File: src/sv/mpt_pkg.sv
package mpt_pkg;

   localparam int COORD_BITS_DEF = 12;
   localparam int ACC_W          = 32;
   localparam int SENS_W         = 10;
   localparam int LIMIT_W        = 12;
   localparam int VALUE_W        = 16;
   localparam int KIND_W         = 4;
   localparam int WHEEL_W        = 16;
   localparam int BTN_W          = 8;
   localparam int BTN_IDX_W      = 3;
   localparam int CSR_IDX_W      = 2;
   localparam int CSR_DATA_W     = 12;
   localparam int REQ_USER_W     = 1 + KIND_W;
   localparam int PRESS_BIT      = 7;

   localparam logic [LIMIT_W-1:0] X_LIMIT_RST = LIMIT_W'(319);
   localparam logic [LIMIT_W-1:0] Y_LIMIT_RST = LIMIT_W'(199);
   localparam logic [SENS_W-1:0]  X_SENS_RST  = SENS_W'(135);
   localparam logic [SENS_W-1:0]  Y_SENS_RST  = SENS_W'(135);

   typedef enum logic [CSR_IDX_W-1:0] {
      CSR_X_LIMIT = 2'd0,
      CSR_Y_LIMIT = 2'd1,
      CSR_X_SENS  = 2'd2,
      CSR_Y_SENS  = 2'd3
   } csr_index_type;

   localparam logic [KIND_W-1:0] KIND_X_DELTA = 4'd0;
   localparam logic [KIND_W-1:0] KIND_Y_DELTA = 4'd1;
   localparam logic [KIND_W-1:0] KIND_WHEEL   = 4'd2;
   localparam logic [KIND_W-1:0] KIND_BTN0    = 4'd3;
   localparam logic [KIND_W-1:0] KIND_BTN7    = 4'd10;

   localparam logic CMD_EVENT = 1'b0;
   localparam logic CMD_BATCH = 1'b1;

   typedef struct packed {
      logic apply_event;
      logic start_x;
      logic next_y;
      logic finish_y;
   } mpt_cmd_type;

   typedef struct packed {
      logic div_done;
   } mpt_stat_type;

endpackage

File: src/sv/mpt_div.sv
module mpt_div (
   input  logic                        clock,
   input  logic                        reset,
   input  logic                        start,
   input  logic [mpt_pkg::ACC_W-1:0]  dividend,
   input  logic [mpt_pkg::SENS_W-1:0] divisor,
   output logic                        done,
   output logic [mpt_pkg::ACC_W-1:0]  quotient,
   output logic [mpt_pkg::SENS_W-1:0] remainder
);
   import mpt_pkg::*;

   localparam int CNT_W = $clog2(ACC_W);

   logic               busy_ff, busy_in;
   logic               done_ff, done_in;
   logic [CNT_W-1:0]   count_ff, count_in;
   logic [ACC_W-1:0]   quo_ff, quo_in;
   logic [SENS_W-1:0]  rem_ff, rem_in;
   logic [SENS_W-1:0]  div_ff, div_in;
   logic [SENS_W:0]    shifted;
   logic [SENS_W+1:0]  diff;
   logic               fits;

   // One quotient bit per cycle, most significant first.
   always_comb begin
      shifted  = {rem_ff, quo_ff[ACC_W-1]};
      diff     = {1'b0, shifted} - {2'b00, div_ff};
      fits     = ~diff[SENS_W+1];
      busy_in  = busy_ff;
      done_in  = 1'b0;
      count_in = count_ff;
      quo_in   = quo_ff;
      rem_in   = rem_ff;
      div_in   = div_ff;
      if (start) begin
         busy_in  = 1'b1;
         count_in = '0;
         quo_in   = dividend;
         rem_in   = '0;
         div_in   = divisor;
      end else if (busy_ff) begin
         quo_in   = {quo_ff[ACC_W-2:0], fits};
         rem_in   = fits ? diff[SENS_W-1:0] : shifted[SENS_W-1:0];
         count_in = count_ff + 1'b1;
         if (count_ff == CNT_W'(ACC_W - 1)) begin
            busy_in = 1'b0;
            done_in = 1'b1;
         end
      end
   end

   always_ff @(posedge clock) begin
      if (reset) begin
         busy_ff  <= 1'b0;
         done_ff  <= 1'b0;
         count_ff <= '0;
      end else begin
         busy_ff  <= busy_in;
         done_ff  <= done_in;
         count_ff <= count_in;
      end
      quo_ff <= quo_in;
      rem_ff <= rem_in;
      div_ff <= div_in;
   end

   assign done      = done_ff;
   assign quotient  = quo_ff;
   assign remainder = rem_ff;

endmodule

File: src/sv/mpt_dp.sv
module mpt_dp #(
   parameter int COORD_BITS = mpt_pkg::COORD_BITS_DEF
) (
   input  logic                                  clock,
   input  logic                                  reset,
   input  mpt_pkg::mpt_cmd_type                  cmd,
   output mpt_pkg::mpt_stat_type                 stat,
   input  logic [mpt_pkg::KIND_W-1:0]            event_kind,
   input  logic signed [mpt_pkg::VALUE_W-1:0]    event_value,
   input  logic                                  csr_write,
   input  logic [mpt_pkg::CSR_IDX_W-1:0]         csr_index,
   input  logic [mpt_pkg::CSR_DATA_W-1:0]        csr_data,
   output logic [COORD_BITS-1:0]                 pointer_x,
   output logic [COORD_BITS-1:0]                 pointer_y,
   output logic signed [mpt_pkg::WHEEL_W-1:0]    wheel_count,
   output logic [mpt_pkg::BTN_W-1:0]             button_bits
);
   import mpt_pkg::*;

   localparam int LW  = (LIMIT_W > COORD_BITS) ? LIMIT_W : COORD_BITS;
   localparam int PSW = ACC_W + 2;

   logic [LIMIT_W-1:0]       x_limit_ff, y_limit_ff;
   logic [SENS_W-1:0]        x_sens_ff, y_sens_ff;
   logic signed [ACC_W-1:0]  x_acc_ff, x_acc_in, y_acc_ff, y_acc_in;
   logic [COORD_BITS-1:0]    ptr_x_ff, ptr_x_in, ptr_y_ff, ptr_y_in;
   logic [WHEEL_W-1:0]       wheel_ff, wheel_in;
   logic [BTN_W-1:0]         btn_ff, btn_in;
   logic                     neg_ff, neg_in;

   logic signed [23:0]       v_ext, scaled;
   logic signed [ACC_W:0]    add_sum;
   logic signed [ACC_W-1:0]  acc_sel, sat_acc;
   logic [BTN_IDX_W-1:0]     btn_idx;

   logic                     div_start, div_done;
   logic [ACC_W-1:0]         div_dividend, quo_mag;
   logic [SENS_W-1:0]        div_divisor, rem_mag, sens_sel;

   logic [LIMIT_W-1:0]       limit_sel;
   logic [LW-1:0]            limit_ext, cmax_ext, lim_eff;
   logic [COORD_BITS-1:0]    ptr_sel, ptr_new;
   logic signed [ACC_W:0]    q_signed;
   logic signed [ACC_W-1:0]  rem_signed;
   logic signed [PSW-1:0]    p_sum, p_lim;

   always_ff @(posedge clock) begin
      if (reset) begin
         x_limit_ff <= X_LIMIT_RST;
         y_limit_ff <= Y_LIMIT_RST;
         x_sens_ff  <= X_SENS_RST;
         y_sens_ff  <= Y_SENS_RST;
      end else if (csr_write) begin
         case (csr_index_type'(csr_index))
            CSR_X_LIMIT: x_limit_ff <= csr_data[LIMIT_W-1:0];
            CSR_Y_LIMIT: y_limit_ff <= csr_data[LIMIT_W-1:0];
            CSR_X_SENS:  x_sens_ff  <= csr_data[SENS_W-1:0];
            CSR_Y_SENS:  y_sens_ff  <= csr_data[SENS_W-1:0];
            default: ;
         endcase
      end
   end

   // Delta times one hundred, then a saturating add into the chosen accumulator.
   always_comb begin
      v_ext   = 24'(event_value);
      scaled  = (v_ext <<< 6) + (v_ext <<< 5) + (v_ext <<< 2);
      acc_sel = (event_kind == KIND_Y_DELTA) ? y_acc_ff : x_acc_ff;
      add_sum = (ACC_W+1)'(acc_sel) + (ACC_W+1)'(scaled);
      if (add_sum[ACC_W] != add_sum[ACC_W-1]) begin
         sat_acc = add_sum[ACC_W] ? {1'b1, {(ACC_W-1){1'b0}}} : {1'b0, {(ACC_W-1){1'b1}}};
      end else begin
         sat_acc = add_sum[ACC_W-1:0];
      end
      btn_idx = BTN_IDX_W'(event_kind - KIND_BTN0);
   end

   // Divider operands: the x axis at the start of a batch, the y axis after it.
   always_comb begin
      div_start    = cmd.start_x | cmd.next_y;
      sens_sel     = cmd.next_y ? y_sens_ff : x_sens_ff;
      div_divisor  = (sens_sel == '0) ? SENS_W'(1) : sens_sel;
      div_dividend = cmd.next_y ? ((y_acc_ff[ACC_W-1]) ? -y_acc_ff : y_acc_ff)
                                : ((x_acc_ff[ACC_W-1]) ? -x_acc_ff : x_acc_ff);
      neg_in       = div_start ? (cmd.next_y ? y_acc_ff[ACC_W-1] : x_acc_ff[ACC_W-1])
                               : neg_ff;
   end

   mpt_div u_div (
      .clock     (clock),
      .reset     (reset),
      .start     (div_start),
      .dividend  (div_dividend),
      .divisor   (div_divisor),
      .done      (div_done),
      .quotient  (quo_mag),
      .remainder (rem_mag)
   );

   // Signed quotient moves the pointer, clamped to zero and the effective limit.
   always_comb begin
      limit_sel  = cmd.finish_y ? y_limit_ff : x_limit_ff;
      ptr_sel    = cmd.finish_y ? ptr_y_ff : ptr_x_ff;
      limit_ext  = LW'(limit_sel);
      cmax_ext   = LW'({COORD_BITS{1'b1}});
      lim_eff    = (limit_ext > cmax_ext) ? cmax_ext : limit_ext;
      q_signed   = neg_ff ? -$signed({1'b0, quo_mag}) : $signed({1'b0, quo_mag});
      rem_signed = neg_ff ? -$signed(ACC_W'(rem_mag)) : $signed(ACC_W'(rem_mag));
      p_sum      = $signed(PSW'(ptr_sel)) + PSW'(q_signed);
      p_lim      = $signed(PSW'(lim_eff));
      if (p_sum > p_lim) begin
         ptr_new = COORD_BITS'(lim_eff);
      end else if (p_sum < 0) begin
         ptr_new = '0;
      end else begin
         ptr_new = p_sum[COORD_BITS-1:0];
      end
   end

   always_comb begin
      x_acc_in = x_acc_ff;
      y_acc_in = y_acc_ff;
      ptr_x_in = ptr_x_ff;
      ptr_y_in = ptr_y_ff;
      wheel_in = wheel_ff;
      btn_in   = btn_ff;
      if (cmd.apply_event) begin
         if (event_kind == KIND_X_DELTA) begin
            x_acc_in = sat_acc;
         end else if (event_kind == KIND_Y_DELTA) begin
            y_acc_in = sat_acc;
         end else if (event_kind == KIND_WHEEL) begin
            if (event_value > 0) begin
               wheel_in = wheel_ff + 1'b1;
            end else if (event_value < 0) begin
               wheel_in = wheel_ff - 1'b1;
            end
         end else if (event_kind <= KIND_BTN7) begin
            btn_in[btn_idx] = event_value[PRESS_BIT];
         end
      end
      if (cmd.next_y) begin
         x_acc_in = rem_signed;
         ptr_x_in = ptr_new;
      end
      if (cmd.finish_y) begin
         y_acc_in = rem_signed;
         ptr_y_in = ptr_new;
      end
   end

   always_ff @(posedge clock) begin
      if (reset) begin
         x_acc_ff <= '0;
         y_acc_ff <= '0;
         ptr_x_ff <= '0;
         ptr_y_ff <= '0;
         wheel_ff <= '0;
         btn_ff   <= '0;
      end else begin
         x_acc_ff <= x_acc_in;
         y_acc_ff <= y_acc_in;
         ptr_x_ff <= ptr_x_in;
         ptr_y_ff <= ptr_y_in;
         wheel_ff <= wheel_in;
         btn_ff   <= btn_in;
      end
      neg_ff <= neg_in;
   end

   assign stat.div_done = div_done;
   assign pointer_x     = ptr_x_ff;
   assign pointer_y     = ptr_y_ff;
   assign wheel_count   = $signed(wheel_ff);
   assign button_bits   = btn_ff;

endmodule

File: src/sv/mpt_ctrl.sv
module mpt_ctrl (
   input  logic                   clock,
   input  logic                   reset,
   input  logic                   req_tvalid,
   output logic                   req_tready,
   input  logic                   command,
   output logic                   rsp_tvalid,
   input  logic                   rsp_tready,
   output mpt_pkg::mpt_cmd_type   cmd,
   input  mpt_pkg::mpt_stat_type  stat
);
   import mpt_pkg::*;

   typedef enum logic [3:0] {
      ST_IDLE = 4'b0001,
      ST_DIVX = 4'b0010,
      ST_DIVY = 4'b0100,
      ST_RESP = 4'b1000
   } state_type;

   state_type state_ff, state_in;
   logic      accept;

   always_comb begin
      state_in     = state_ff;
      req_tready   = 1'b0;
      rsp_tvalid   = 1'b0;
      accept       = 1'b0;
      cmd          = '0;
      case (state_ff)
         ST_IDLE: begin
            req_tready = 1'b1;
            accept     = req_tvalid;
            if (accept) begin
               if (command == CMD_BATCH) begin
                  cmd.start_x = 1'b1;
                  state_in    = ST_DIVX;
               end else begin
                  cmd.apply_event = 1'b1;
                  state_in        = ST_RESP;
               end
            end
         end
         ST_DIVX: begin
            if (stat.div_done) begin
               cmd.next_y = 1'b1;
               state_in   = ST_DIVY;
            end
         end
         ST_DIVY: begin
            if (stat.div_done) begin
               cmd.finish_y = 1'b1;
               state_in     = ST_RESP;
            end
         end
         ST_RESP: begin
            rsp_tvalid = 1'b1;
            if (rsp_tready) begin
               state_in = ST_IDLE;
            end
         end
         default: begin
            state_in = ST_IDLE;
         end
      endcase
   end

   always_ff @(posedge clock) begin
      if (reset) begin
         state_ff <= ST_IDLE;
      end else begin
         state_ff <= state_in;
      end
   end

endmodule

File: src/sv/mouse_pointer_tracker.sv
// An event item gives its result in the cycle after it is accepted; an end-of-batch
// item runs two 32-step divisions, one after the other, on one shared divider.
// One item at a time: the next item is taken in the cycle after the result is taken,
// so the block takes no new item before it is through with the last one.
// Reset is synchronous and active high: pointer, wheel, buttons and accumulators
// clear to zero and the registers return to limits 319 and 199 and sensitivities 135.
module mouse_pointer_tracker #(
   parameter int COORD_BITS = mpt_pkg::COORD_BITS_DEF
) (
   input  logic                                   clock,
   input  logic                                   reset,
   input  logic                                   req_tvalid,
   output logic                                   req_tready,
   // event_value
   input  logic [mpt_pkg::VALUE_W-1:0]            req_tdata,
   // command, event_kind
   input  logic [mpt_pkg::REQ_USER_W-1:0]         req_tuser,
   output logic                                   rsp_tvalid,
   input  logic                                   rsp_tready,
   // pointer_x, pointer_y, wheel_count, button_bits, zero padding
   output logic [((2*COORD_BITS+mpt_pkg::WHEEL_W+mpt_pkg::BTN_W+7)/8)*8-1:0] rsp_tdata,
   input  logic                                   csr_valid,
   output logic                                   csr_ready,
   input  logic [mpt_pkg::CSR_IDX_W-1:0]          csr_index,
   input  logic [mpt_pkg::CSR_DATA_W-1:0]         csr_data
);
   import mpt_pkg::*;

   localparam int RSP_W = ((2*COORD_BITS + WHEEL_W + BTN_W + 7) / 8) * 8;

   mpt_cmd_type           cmd;
   mpt_stat_type          stat;
   logic [COORD_BITS-1:0] pointer_x, pointer_y;
   logic signed [WHEEL_W-1:0] wheel_count;
   logic [BTN_W-1:0]      button_bits;

   assign csr_ready = 1'b1;

   mpt_ctrl u_ctrl (
      .clock      (clock),
      .reset      (reset),
      .req_tvalid (req_tvalid),
      .req_tready (req_tready),
      .command    (req_tuser[0]),
      .rsp_tvalid (rsp_tvalid),
      .rsp_tready (rsp_tready),
      .cmd        (cmd),
      .stat       (stat)
   );

   mpt_dp #(
      .COORD_BITS (COORD_BITS)
   ) u_dp (
      .clock       (clock),
      .reset       (reset),
      .cmd         (cmd),
      .stat        (stat),
      .event_kind  (req_tuser[KIND_W:1]),
      .event_value ($signed(req_tdata)),
      .csr_write   (csr_valid & csr_ready),
      .csr_index   (csr_index),
      .csr_data    (csr_data),
      .pointer_x   (pointer_x),
      .pointer_y   (pointer_y),
      .wheel_count (wheel_count),
      .button_bits (button_bits)
   );

   assign rsp_tdata = RSP_W'({button_bits, wheel_count, pointer_y, pointer_x});

endmodule

File: config.mk
export PLATFORM = sky130hd
export DESIGN_NAME = mouse_pointer_tracker
export DESIGN_NICKNAME = d
export VERILOG_FILES = /design/src/sv/mpt_pkg.sv /design/src/sv/mpt_div.sv /design/src/sv/mpt_dp.sv /design/src/sv/mpt_ctrl.sv /design/src/sv/mouse_pointer_tracker.sv
export SDC_FILE = /design/constraint.sdc
export NUM_CORES = 1
export LEC_CHECK = 0
export BUFFER_PORTS_ARGS = -buffer_cell sky130_fd_sc_hd__buf_2
export CAP_MARGIN = 40
export CORE_ASPECT_RATIO = 2
export CORE_MARGIN = 1.5
export CORE_UTILIZATION = 63
export DETAILED_ROUTE_END_ITERATION = 7
export PLACE_DENSITY = 0.93
export SLEW_MARGIN = 20
export SYNTH_ARGS = -nofsm -noshare
export SYNTH_HDL_FRONTEND = slang
export SYNTH_SLANG_ARGS = --single-unit
File: constraint.sdc
create_clock -name clock -period 6.71 [get_ports clock]
set_input_delay 0.671 -clock clock [delete_from_list [all_inputs] [get_ports clock]]
set_output_delay 0.671 -clock clock [all_outputs]
set_load 0.1 [all_outputs]
==> results.py <==
metrics = {
    "clock_network": {
        "hold_buffers": 0,
        "cts_sinks": 220,
        "clk_latency_ps": 530,
        "cts_setup_buffers": 0,
        "htreeDepth": 1,
        "numCtsBuffers": 21,
        "cts_tree": "yes",
        "path_clk_slew_ps": 70,
        "cts_resized": 0,
        "clockRootBuffer": "clkbuf_16",
        "clk_path_buf_depth": 3,
    },
    "cells_and_area": {
        "drive_gt1_share_pct": 11.85,
        "fill_cells": 2033,
        "fin_nets": 2271,
        "area_growth_pct": 7.867,
        "diodes": 0,
    },
    "drt": {
        "via_per_inst": 6.605,
        "routedWlPerCell_um": 20.36,
        "via_count": 16120,
        "postRouteAntennaNets": 0,
        "drtPass1Iterations": 6,
        "routed_wl_um": 49680,
        "drcViolationCount": 0,
        "drt_iter0_drc": 1252,
    },
    "setup_path": {
        "path_depth": 20,
        "timing.rr.start": "u_ctrl.state_ff[2]",
        "worstRegToRegCells": 25,
        "slowest_stage": "a21oi_1",
        "worstSetupEndpoint": "u_dp.x_acc_ff[26]",
        "path_max_fanout": 17,
        "cp_slowest_stage_delay_ps": 660,
        "end_kind": "flip-flop",
        "r2r_setup_slack_ps": 720,
        "r2r-end": "u_dp.pointer_y[11]",
        "setup.worst_path.class": "primary input to flip-flop",
        "critical_path_required_ps": 7080,
        "crit_chain": "buf_2, inv_1, ha_1, and2_1, mux2_2, ha_1, ha_1, ha_1, fa_1, a21o_1, a21oi_1, nor2b_1, o2111ai_1, a21oi_1, o31ai_1, a21oi_1, or3b_2, and2_1, a21oi_1, a211oi_1",
        "critPathLaunchType": "primary input",
        "startpoint": "req_tuser[2]",
        "arrival_ps": 6570,
        "crit_family": "compound AO/OA/AOI/OAI gates",
        "cp.buffers_inverters": 2,
    },
    "sta": {
        "fin_skew_ps": 19.08,
        "worst_slack_ps": 511.1,
        "rsz0062_at_grt": "false",
        "tightest_slew_ps": 888.6,
        "fmax_mhz": 161.3,
        "final_hold_viol_count": 0,
        "fin_crit_sh_pct": 92.38,
        "setup_viol": 0,
        "setup_tns_ps": 0,
        "period_minus_slack_ps": 6199,
        "slew_viol_final": 0,
        "slew_headroom_pct": 40.14,
    },
    "run": {
        "cap_violations": 0,
    },
    "floorplan": {
        "die_area_sq_um": 28320,
        "die_w_um": 119.8,
        "initial_core_util_pct": 63.84,
        "num_rows": 85,
        "core-area_sq_um": 26910,
        "chipHeight_um": 236.5,
        "ios": 91,
    },
    "yosys": {
        "synth_top_area_cell": "dfxtp_1",
        "synth.most_common_cell": "nand2_1",
        "syn-num-nets": 2247,
        "yosys.area.top_type_share_pct": 20.63,
        "synth_commonest_cells": "271 x nand2_1, 177 x dfxtp_1, 155 x nor2_1, 119 x ha_1, 116 x o21ai_0",
        "yosysSeqAreaShare_pct": 28.15,
        "synth_edf_count": 43,
        "synthFlopType": "dfxtp_1",
        "async_flop_share_pct": 0,
        "synth.distinct_cells": 82,
        "ys_top_cells_by_area": "dfxtp_1 21%, ha_1 8.7%, edfxtp_1 7.5%, nand2_1 5.9%, xor2_1 4.7%",
        "synthCells": 2054,
        "syn_area_sq_um": 17180,
        "ys_warn_count": 0,
        "synth_seq_cells": 220,
        "syn_area_per_cell_sq_um": 8.362,
    },
    "power_and_ir_drop": {
        "p_leak_nw": 7.754,
        "powerDensity_nw_per_um2": 214.1,
        "ir_drop_v": 0.0001844,
    },
    "placed_design": {
        "place.gp.congestion": 0.9885,
        "place_ws_ps": 195.5,
        "place.port_buffers": 89,
        "place_hpwl_um": 38010,
    },
    "grt": {
        "grt_first_pass_wirelength_um": 80000,
        "grt_use_total_pct": 34.72,
        "grt_overflow_total": 0,
        "grt_pass1_vias": 16210,
        "grt_max_degree": 66,
        "grt_antenna_before_repair": 0,
    },
    "outcome": {
        "status": "finished, final reports clean",
    },
    "worst_hold_path": {
        "hold_class": "primary input to flip-flop",
    },
}
-- cells in the final DEF, fill, tap and decap left out, drive strengths merged, types with 12 or more instances in the layout --
cell type / Yosys / layout
o41ai: 20 / 20
clkbuf: 99 / 28
or2: 18 / 18
xor2: 93 / 93
fa: 34 / 34
nand2b: 25 / 25
nor2b: 25 / 25
or4: 26 / 26
o211ai: 39 / 39
a21o: 24 / 24
nor3: 34 / 34
a31oi: 24 / 24
or3: 23 / 23
xnor2: 62 / 62
nand2: 272 / 272
o21a: 13 / 13
o21ai: 130 / 130
nand3: 46 / 46
inv: 63 / 64
ha: 119 / 119
nor2: 155 / 155
o221a: 27 / 27
nor4: 23 / 23
buf: 19 / 119
nand3b: 17 / 17
a21oi: 103 / 103
and3: 12 / 12
o31ai: 37 / 37
dfxtp: 177 / 177
mux2i: 68 / 68
mux2: 29 / 29
o22ai: 24 / 24
a211oi: 18 / 18
edfxtp: 43 / 43
-- cell type report --
type / count / area (sq um) / area share (%)
flip-flops and latches: 220 / 4835 / 26.09
well taps: 348 / 435.4 / 2.350
repair buffers: 119 / 695.7 / 3.755
clock buffers: 28 / 594.3 / 3.208
multi-input cells: 1653 / 11630 / 62.75
inverters: 63 / 236.5 / 1.276
clock inverters: 9 / 105.1 / 0.5673
-- logic make-up after synthesis --
group                    synth area share, %
buffers and inverters                  4.254
other                                0.02183
flip-flops                             28.15
XOR/XNOR                               7.904
adder cells (fa/ha/maj)                12.69
AO/OA/AOI/OAI                          21.42
AND/OR/NAND/NOR                        19.70
multiplexers                           5.864
-- layer usage --
layer	track usage (%)	wire length [um]	share of wire (%)	up-vias
met1	33.59	16860	34	7604
met2	65.74	26230	53	741
met5	0	0	0	-
li1	-	-	-	7509
met3	3.709	2518	5.1	262
met4	26.55	4071	8.2	0
-- report_power, final --
group	switching, W	internal (W)	total [W]
registers	0.000109	0.00143	0.00154
logic	0.000724	0.000463	0.00119
clock network	0.000539	0.000704	0.00124
-- flip-flops by register name, indices dropped and copies added, names as in the netlist, 4 cells and up --
register              cells
u_ctrl.state_ff           4
u_dp.button_bits          8
u_dp.pointer_x           12
u_dp.pointer_y           12
u_dp.u_div.count_ff       5
u_dp.u_div.div_ff        10
u_dp.u_div.quotient      32
u_dp.u_div.remainder     10
u_dp.wheel_count         16
u_dp.x_acc_ff            32
u_dp.x_limit_ff          12
u_dp.x_sens_ff           10
u_dp.y_acc_ff            32
u_dp.y_limit_ff          12
u_dp.y_sens_ff           10
-- worst min-delay path by stage --
stage	from	to	slack (ps)	cells past startpoint
final	csr_data[5]	u_dp.x_limit_ff[5]	400	2
after global routing	csr_data[5]	u_dp.x_limit_ff[5]	400	2
after CTS	csr_data[5]	u_dp.x_limit_ff[5]	390	2
after detailed placement	u_dp.x_sens_ff[6]	u_dp.x_sens_ff[6]	450	2
after global placement	u_dp.x_sens_ff[8]	u_dp.x_sens_ff[8]	440	2
after floorplan	u_dp.x_sens_ff[3]	u_dp.x_sens_ff[3]	440	2
-- stage by stage --
step | instance area (sq um) | power, W | cells | hold slack (ps) | utilization (%)
CTS | 18530 | 0.003937 | 2440 | 390.3 | 68.86
floorplan | 17180 | 0.002399 | 2054 | 436.6 | -
detailed placement | 17830 | 0.002709 | 2403 | 452.1 | 66.26
global placement | 17790 | 0.002658 | 2399 | 442.7 | 66.11
finish | 18530 | 0.003968 | 2440 | 398.8 | 68.86
global route | 18530 | 0.004131 | 2440 | 401.9 | 68.86
-- worst reg2reg max path, cell delays in order (launching register included) --
cell	delay, ps
dfxtp_1	460
nor2b_1	290
and3_1	480
nand2_1	100
nand2_1	80
ha_1	240
inv_1	80
fa_1	400
nor2b_1	160
o31a_1	190
o21a_1	140
nor2_1	50
xnor2_1	380
ha_1	330
and3_1	170
nand3_1	120
nor2_1	70
a211oi_1	240
o21ai_0	110
a21oi_1	310
o21ai_0	210
a2111oi_4	430
and3_1	290
buf_12	190
mux2i_1	290
o21ai_1	80
No activity file was read; power rests on OpenSTA's default activity.
